## config.mk

```make
export PLATFORM = sky130hd
export DESIGN_NAME = pad_to_key_event_generator_unit
export DESIGN_NICKNAME = d
export VERILOG_FILES = /design/src/rtl/ptkeg_pkg.sv /design/src/rtl/pad_to_key_event_generator_unit.sv
export SDC_FILE = /design/constraint.sdc
export NUM_CORES = 1
export LEC_CHECK = 0
export ABC_CLOCK_PERIOD_IN_PS = 5600
export BUFFER_PORTS_ARGS = -buffer_cell sky130_fd_sc_hd__clkbuf_2
export CORE_UTILIZATION = 61
export CTS_BUF_LIST = sky130_fd_sc_hd__clkbuf_8
export CTS_CLUSTER_DIAMETER = 200
export CTS_CLUSTER_SIZE = 40
export DETAILED_ROUTE_END_ITERATION = 10
export HOLD_SLACK_MARGIN = 0.03
export PLACE_DENSITY = 0.87
export RECOVER_POWER = 25
export SYNTH_ARGS = -nofsm -noshare
export SYNTH_HDL_FRONTEND = slang
export SYNTH_SLANG_ARGS = --single-unit
```

## constraint.sdc

```tcl
create_clock -name clk -period 5.6 [get_ports clk]
set_input_delay 1.12 -clock clk [delete_from_list [all_inputs] [get_ports clk]]
set_output_delay 1.12 -clock clk [all_outputs]
set_load 0.005 [all_outputs]
```

## src/rtl/ptkeg_pkg.sv

```systemverilog
`default_nettype none
package ptkeg_pkg;

  localparam int unsigned AXIS_COUNT = 4;
  localparam int unsigned AXIS_SLOTS = 2 * AXIS_COUNT;
  localparam int unsigned RAW_BUTTONS = 16;

  localparam logic [4:0] AXIS_SOURCE_BASE = 5'd16;
  localparam logic [7:0] AXIS_RESET = 8'd127;
  localparam logic [7:0] LOWER_RESET = 8'd50;
  localparam logic [7:0] UPPER_RESET = 8'd200;

  // configuration register indexes
  localparam logic CFG_LOWER_THRESHOLD = 1'b0;
  localparam logic CFG_UPPER_THRESHOLD = 1'b1;

  typedef struct packed {
    logic        pad_valid;
    logic [15:0] buttons_raw;
    logic [7:0]  right_horizontal;
    logic [7:0]  right_vertical;
    logic [7:0]  left_horizontal;
    logic [7:0]  left_vertical;
  } pad_poll_t;

  typedef struct packed {
    logic [4:0] source;
    logic       release_res;
    logic       last_event;
  } key_event_t;

  typedef enum logic [1:0] {
    ST_IDLE,
    ST_EVAL,
    ST_EMIT
  } ptkeg_state_t;

endpackage
`default_nettype wire

```

## src/rtl/pad_to_key_event_generator_unit.sv

```systemverilog
// A valid poll is taken while idle, then its 8 + BUTTON_COUNT event slots are evaluated
// (one event slot per cycle through the shared threshold/edge compare unit); the first event
// is offered in the cycle straight after, then one event per cycle while out_stall is low.
// A new poll is not accepted (in_stall high) until every event of the last one has been
// offered and taken; an invalid poll is taken while idle and dropped.
// Reset (rst, synchronous, active high): idle, thresholds 50 / 200, previous buttons all
// released, previous axes 127.
`default_nettype none
module pad_to_key_event_generator_unit #(
  parameter int unsigned BUTTON_COUNT = 16
) (
  input  wire logic                  clk,
  input  wire logic                  rst,
  input  wire logic                  in_valid,
  output logic                       in_stall,
  input  wire ptkeg_pkg::pad_poll_t  in_data,
  output logic                       out_valid,
  input  wire logic                  out_stall,
  output ptkeg_pkg::key_event_t      out_data,
  input  wire logic                  cfg_write,
  input  wire logic                  cfg_index,
  input  wire logic [7:0]            cfg_data
);
  import ptkeg_pkg::*;

  // event slots: 8 axis directions first, then the buttons from bit 0 upward
  localparam int unsigned SLOTS = AXIS_SLOTS + BUTTON_COUNT;
  localparam int unsigned SLW = $clog2(SLOTS);
  localparam int unsigned BW = (BUTTON_COUNT > 1) ? $clog2(BUTTON_COUNT) : 1;

  ptkeg_state_t state, state_next;
  logic [SLW-1:0] slot;

  logic [7:0] lower_threshold;
  logic [7:0] upper_threshold;

  // stored state of the last valid poll
  logic [BUTTON_COUNT-1:0] prev_buttons;
  logic [7:0]              prev_axes [AXIS_COUNT];

  // poll being worked on
  logic [BUTTON_COUNT-1:0] new_buttons;
  logic [7:0]              new_axes [AXIS_COUNT];

  // per-slot event flag and its direction (1 = release)
  logic [SLOTS-1:0] ev_mask;
  logic [SLOTS-1:0] ev_rel;

  logic                    in_take;
  logic                    out_take;
  logic [BUTTON_COUNT-1:0] poll_pressed;

  // active low on the pins; bits above the raw width are never pressed
  always_comb begin
    for (int i = 0; i < BUTTON_COUNT; i++) begin
      if (i < RAW_BUTTONS) begin
        poll_pressed[i] = ~in_data.buttons_raw[i];
      end else begin
        poll_pressed[i] = 1'b0;
      end
    end
  end

  // ---------------------------------------------------------------------------
  // Shared compare unit: judges one slot per cycle.
  // Axis slot: slot[2:1] picks the axis, slot[0] the high direction.
  // Low direction pressed when value <= lower, high when value >= upper.
  // ---------------------------------------------------------------------------
  logic                    slot_is_axis;
  logic [1:0]              axis_sel;
  logic                    axis_hi;
  logic [7:0]              axis_now;
  logic [7:0]              axis_was;
  logic [7:0]              thr;
  logic [SLW-1:0]          btn_off;
  logic [BW-1:0]           btn_idx;
  logic                    now_on;
  logic                    was_on;
  logic                    slot_event;
  logic                    slot_rel;

  assign slot_is_axis = slot < SLW'(AXIS_SLOTS);
  assign axis_sel     = slot[2:1];
  assign axis_hi      = slot[0];
  assign axis_now     = new_axes[axis_sel];
  assign axis_was     = prev_axes[axis_sel];
  assign thr          = axis_hi ? upper_threshold : lower_threshold;
  assign btn_off      = slot - SLW'(AXIS_SLOTS);
  assign btn_idx      = btn_off[BW-1:0];

  always_comb begin
    if (slot_is_axis) begin
      now_on = axis_hi ? (axis_now >= thr) : (thr >= axis_now);
      was_on = axis_hi ? (axis_was >= thr) : (thr >= axis_was);
    end else begin
      now_on = new_buttons[btn_idx];
      was_on = prev_buttons[btn_idx];
    end
    slot_event = now_on ^ was_on;
    slot_rel   = was_on;
  end

  // ---------------------------------------------------------------------------
  // Emission: lowest pending slot goes out; last when nothing remains above it.
  // ---------------------------------------------------------------------------
  logic [SLOTS-1:0] lowest;
  logic [SLOTS-1:0] remaining;
  logic [SLW-1:0]   first_idx;
  logic [SLW-1:0]   first_btn;

  assign lowest    = ev_mask & (~ev_mask + SLOTS'(1));
  assign remaining = ev_mask & ~lowest;
  assign first_btn = first_idx - SLW'(AXIS_SLOTS);

  always_comb begin
    first_idx = '0;
    for (int s = SLOTS - 1; s >= 0; s--) begin
      if (ev_mask[s]) begin
        first_idx = SLW'(s);
      end
    end
  end

  // ---------------------------------------------------------------------------
  // Sequencer: next state and outputs
  // ---------------------------------------------------------------------------
  always_comb begin
    state_next = state;
    in_stall   = 1'b1;
    out_valid  = 1'b0;
    out_data.release_res = ev_rel[first_idx];
    out_data.last_event  = (remaining == '0);
    if (first_idx < SLW'(AXIS_SLOTS)) begin
      out_data.source = AXIS_SOURCE_BASE + 5'(first_idx);
    end else begin
      out_data.source = 5'(first_btn);
    end
    case (state)
      ST_IDLE: begin
        in_stall = 1'b0;
        if (in_valid && in_data.pad_valid) begin
          state_next = ST_EVAL;
        end
      end
      ST_EVAL: begin
        if (slot == SLW'(SLOTS - 1)) begin
          state_next = ST_EMIT;
        end
      end
      ST_EMIT: begin
        out_valid = (ev_mask != '0);
        if (ev_mask == '0) begin
          state_next = ST_IDLE;
        end else if (!out_stall && remaining == '0) begin
          state_next = ST_IDLE;
        end
      end
      default: begin
        state_next = ST_IDLE;
      end
    endcase
  end

  assign in_take  = in_valid && !in_stall;
  assign out_take = out_valid && !out_stall;

  // control and stored poll state
  always_ff @(posedge clk) begin
    if (rst) begin
      state           <= ST_IDLE;
      slot            <= '0;
      lower_threshold <= LOWER_RESET;
      upper_threshold <= UPPER_RESET;
      prev_buttons    <= '0;
      for (int a = 0; a < AXIS_COUNT; a++) begin
        prev_axes[a] <= AXIS_RESET;
      end
    end else begin
      state <= state_next;
      if (cfg_write) begin
        case (cfg_index)
          CFG_LOWER_THRESHOLD: lower_threshold <= cfg_data;
          CFG_UPPER_THRESHOLD: upper_threshold <= cfg_data;
          default: ;
        endcase
      end
      if (in_take) begin
        slot <= '0;
      end else if (state == ST_EVAL) begin
        slot <= slot + SLW'(1);
      end
      // commit the poll once every slot has been judged against the old state
      if (state == ST_EVAL && slot == SLW'(SLOTS - 1)) begin
        prev_buttons <= new_buttons;
        for (int a = 0; a < AXIS_COUNT; a++) begin
          prev_axes[a] <= new_axes[a];
        end
      end
    end
  end

  // payload registers
  always_ff @(posedge clk) begin
    if (in_take) begin
      new_buttons <= poll_pressed;
      new_axes[0] <= in_data.right_horizontal;
      new_axes[1] <= in_data.right_vertical;
      new_axes[2] <= in_data.left_horizontal;
      new_axes[3] <= in_data.left_vertical;
    end
    if (state == ST_EVAL) begin
      ev_mask[slot] <= slot_event;
      ev_rel[slot]  <= slot_rel;
    end else if (out_take) begin
      ev_mask <= remaining;
    end
  end

`ifndef SYNTHESIS
  a_take_starts_eval: assert property (@(posedge clk) disable iff (rst)
    in_valid && !in_stall && in_data.pad_valid |=> state == ST_EVAL && slot == '0)
    else $error("valid poll did not start evaluation");

  a_no_output_in_eval: assert property (@(posedge clk) disable iff (rst)
    state == ST_EVAL |-> !out_valid)
    else $error("event offered during evaluation");

  a_more_after_non_last: assert property (@(posedge clk) disable iff (rst)
    out_valid && !out_stall && !out_data.last_event |=> out_valid)
    else $error("event stream ended without last mark");

  a_idle_after_last: assert property (@(posedge clk) disable iff (rst)
    out_valid && !out_stall && out_data.last_event |=> !out_valid && state == ST_IDLE)
    else $error("events continued after last mark");
`endif

endmodule
`default_nettype wire
```

==> results.json <==
{
  "num_antenna_cells": 0,
  "p_total_mw": 2.46,
  "clockBufferDepth": 2,
  "ys_types": 64,
  "synthAdderAreaFrac": 0.0336,
  "whs_endpoint": "prev_buttons[8]",
  "fmax_ghz": 0.231,
  "wl_per_cell_um": 18.3,
  "crit_type": "reg2out",
  "core_um2": 13300,
  "synth_async_sr_flop_share": 0,
  "maxCapViolCount": 2,
  "comb_power_share": 0.074,
  "p_leak_nw": 3.52,
  "hp-class": "reg2reg",
  "nets": 892,
  "ff2ff_setup_slack_ps": 1620,
  "status": "finished, violations left",
  "synthesis.instances": 755,
  "clock-sinks": 169,
  "layout-area-overhead-vs-synth_pct": 9.86,
  "cts_inserted_buffers": 17,
  "yosysMostFrequentCell": "edfxtp_1",
  "portBuffers": 71,
  "htree_num_levels": 4,
  "drt-total-wl_mm": 18.3,
  "grt_antenna_before_repair": 0,
  "initial_core_util": 0.630,
  "synth-xor-area-share": 0.00625,
  "clock_skew_ps": 14.0,
  "die_y_um": 119,
  "synth_top_area_share": 0.457,
  "hold_violations": 0,
  "period_needed_ps": 4320,
  "startpoint_type": "register",
  "synth_nets": 839,
  "drive_gt1_frac": 0.196,
  "setup_tns_ps": 0,
  "muxShareOfSynthArea": 0.0878,
  "postPlaceCellArea_um2": 8850,
  "synth_common_cells": "128 x edfxtp_1, 119 x nand2_1, 57 x inv_1",
  "power_switching_share": 0.243,
  "post_cts_buffers": 0,
  "worst-slew-pin-transition_ps": 2600,
  "grt_pass1_wl_mm": 29.5,
  "crit_path_max_incr_delay_ps": 640,
  "synth_warnings": 0,
  "vias_per_cell": 6.16,
  "ys_ff_latch": 169,
  "cp_max_fo": 14,
  "cts_tree": "done",
  "cts_hold_buf": 0,
  "syn-cell-area_um2": 8410,
  "cts_resized": 0,
  "cts_root_buf": "clkbuf_8",
  "min_from": "prev_buttons[8]",
  "synth_flop_cell": "edfxtp_1",
  "power.density_nw_per_um2": 266,
  "fill_cells": 946,
  "drc_errors": 0,
  "peakVddDrop_uv": 298,
  "crit_required_ps": 4480,
  "worstReg2RegEnd": "ev_mask[0]",
  "arrival_ps": 3200,
  "ant_nets": 0,
  "setup_viol": 0,
  "reg2reg_depth": 12,
  "seqPwrFrac": 0.572,
  "maxSlewViolCount": 117,
  "rows": 42,
  "synth_top_family_by_area": "simple AND/OR/NAND/NOR gates",
  "violations": "capacitance limit, slew limit",
  "whs_path_depth": 2,
  "grt_max_degree": 66,
  "relSlewSlack": -0.735,
  "clk_pin_slew_ps": 90,
  "synth_top_area_cell": "edfxtp_1",
  "dieArea_um2": 14300,
  "grt_setup_unrepaired": "false",
  "grt_usage": 0.270,
  "p_sw_uw": 597,
  "synth_compound_area_frac": 0.102,
  "grt_pass1_vias": 6032,
  "vias": 6139,
  "post-dp-hpwl_mm": 12.7,
  "drtIter0Drc": 532,
  "post-route-period-util": 0.771,
  "gp_congestion": 0.844,
  "fin_area_um2": 9240,
  "path_cells": "or4_4, nor2_4, and3_4, nand2_1, a21oi_1, o31ai_1, a211oi_1, a211o_1, clkbuf_2",
  "synth_edf_count": 128,
  "yosysSeqAreaShare": 0.555,
  "p_int_mw": 1.86,
  "synth.avg_cell_area_um2": 11.1,
  "synth-simple-area-share": 0.166,
  "crit_slowest_cell": "edfxtp_1",
  "ioPinCount": 72,
  "end_kind": "output pin",
  "pwr-share-clk": 0.354,
  "synth.area.top_cells": "edfxtp_1 46%, dfxtp_1 9.8%, mux4_2 6.4%",
  "grt-ovfl-total": 0,
  "dieWidth_um": 119,
  "first_pass_iters": 5,
  "worstSkewPairLatency_ps": 460
}
registers in the layout, summed over array words and instances, names as in the netlist, named ones only:
signal           cells
ev_mask             24
ev_rel              24
lower_threshold      8
new_axes            32
new_buttons         16
prev_axes           32
prev_buttons        16
slot                 5
state                2
upper_threshold      8
cells in the final DEF, fill, tap and decap left out, drive strengths merged, types with 13 or more instances in the layout:
cell type and instances:
mux4 24, nor3 13, nand2 119, ha 21, clkbuf 90, nand3 27, dfxtp 41, inv 64
or3 32, edfxtp 128, o21ai 28, a21oi 42, nor2 34
power by group through the flow:
stage | combinational (mW) | clock, mW | sequential [mW]
detailed placement | 0.179 | 0 | 1.43
CTS | 0.182 | 0.875 | 1.40
global route | 0.200 | 0.918 | 1.41
finish | 0.183 | 0.869 | 1.41
floorplan | 0.122 | 0 | 1.42
global placement | 0.170 | 0 | 1.43
per-layer routing:
metal / up-vias / part of all wire / GRT usage
met2: 269 / 0.52 / 0.478
met3: 51 / 0.055 / 0.0421
met1: 2969 / 0.39 / 0.328
li1: 2850 / - / -
met4: 0 / 0.032 / 0.112
met5: - / 0 / 0
final cells by class:
type,instances,area (um2),area share
clock inverter,15,166,0.0180
sequential,169,4660,0.505
multi-input combinational,483,3340,0.361
clock buffer,17,234,0.0253
timing repair buffer,77,392,0.0424
tap,176,220,0.0238
inverter,60,225,0.0244
per-stage QoR:
step,utilization,setup WS (ps),std cells,hold slack [ps]
2_1_floorplan,-,1790,755,432
3_3_place_gp,0.663,1800,965,440
3_5_place_dp,0.663,1650,965,448
4_1_cts,0.693,1270,997,461
5_1_grt,0.692,1090,997,477
6_report,0.692,1280,997,464
cell families after synthesis:
group           count (synthesis)
flops                         169
xor+xnor                        6
buf+inv                       103
simple gates                  284
compound gates                128
mux                            42
fa+ha+maj                      23
worst max-delay path, delay by kind of cell, from the launching register on:
family	cells	cell delay, ps
AND/OR/NAND/NOR	4	1050
buffers and inverters	1	100
flip-flops	1	640
AO/OA/AOI/OAI	4	940
how the worst max path moves through the flow:
stage / start / end / slack [ps] / depth (start not counted)
after floorplan: in_valid / register / 1790 / 4
after global placement: ev_mask[20] / out_data[1] / 1800 / 9
after detailed placement: register / ev_mask[0] / 1650 / 12
after CTS: ev_mask[0] / out_data[1] / 1270 / 9
after global routing: ev_mask[10] / out_data[1] / 1090 / 8
final: ev_mask[0] / out_data[1] / 1280 / 9
(Power assumes the default switching activity.)
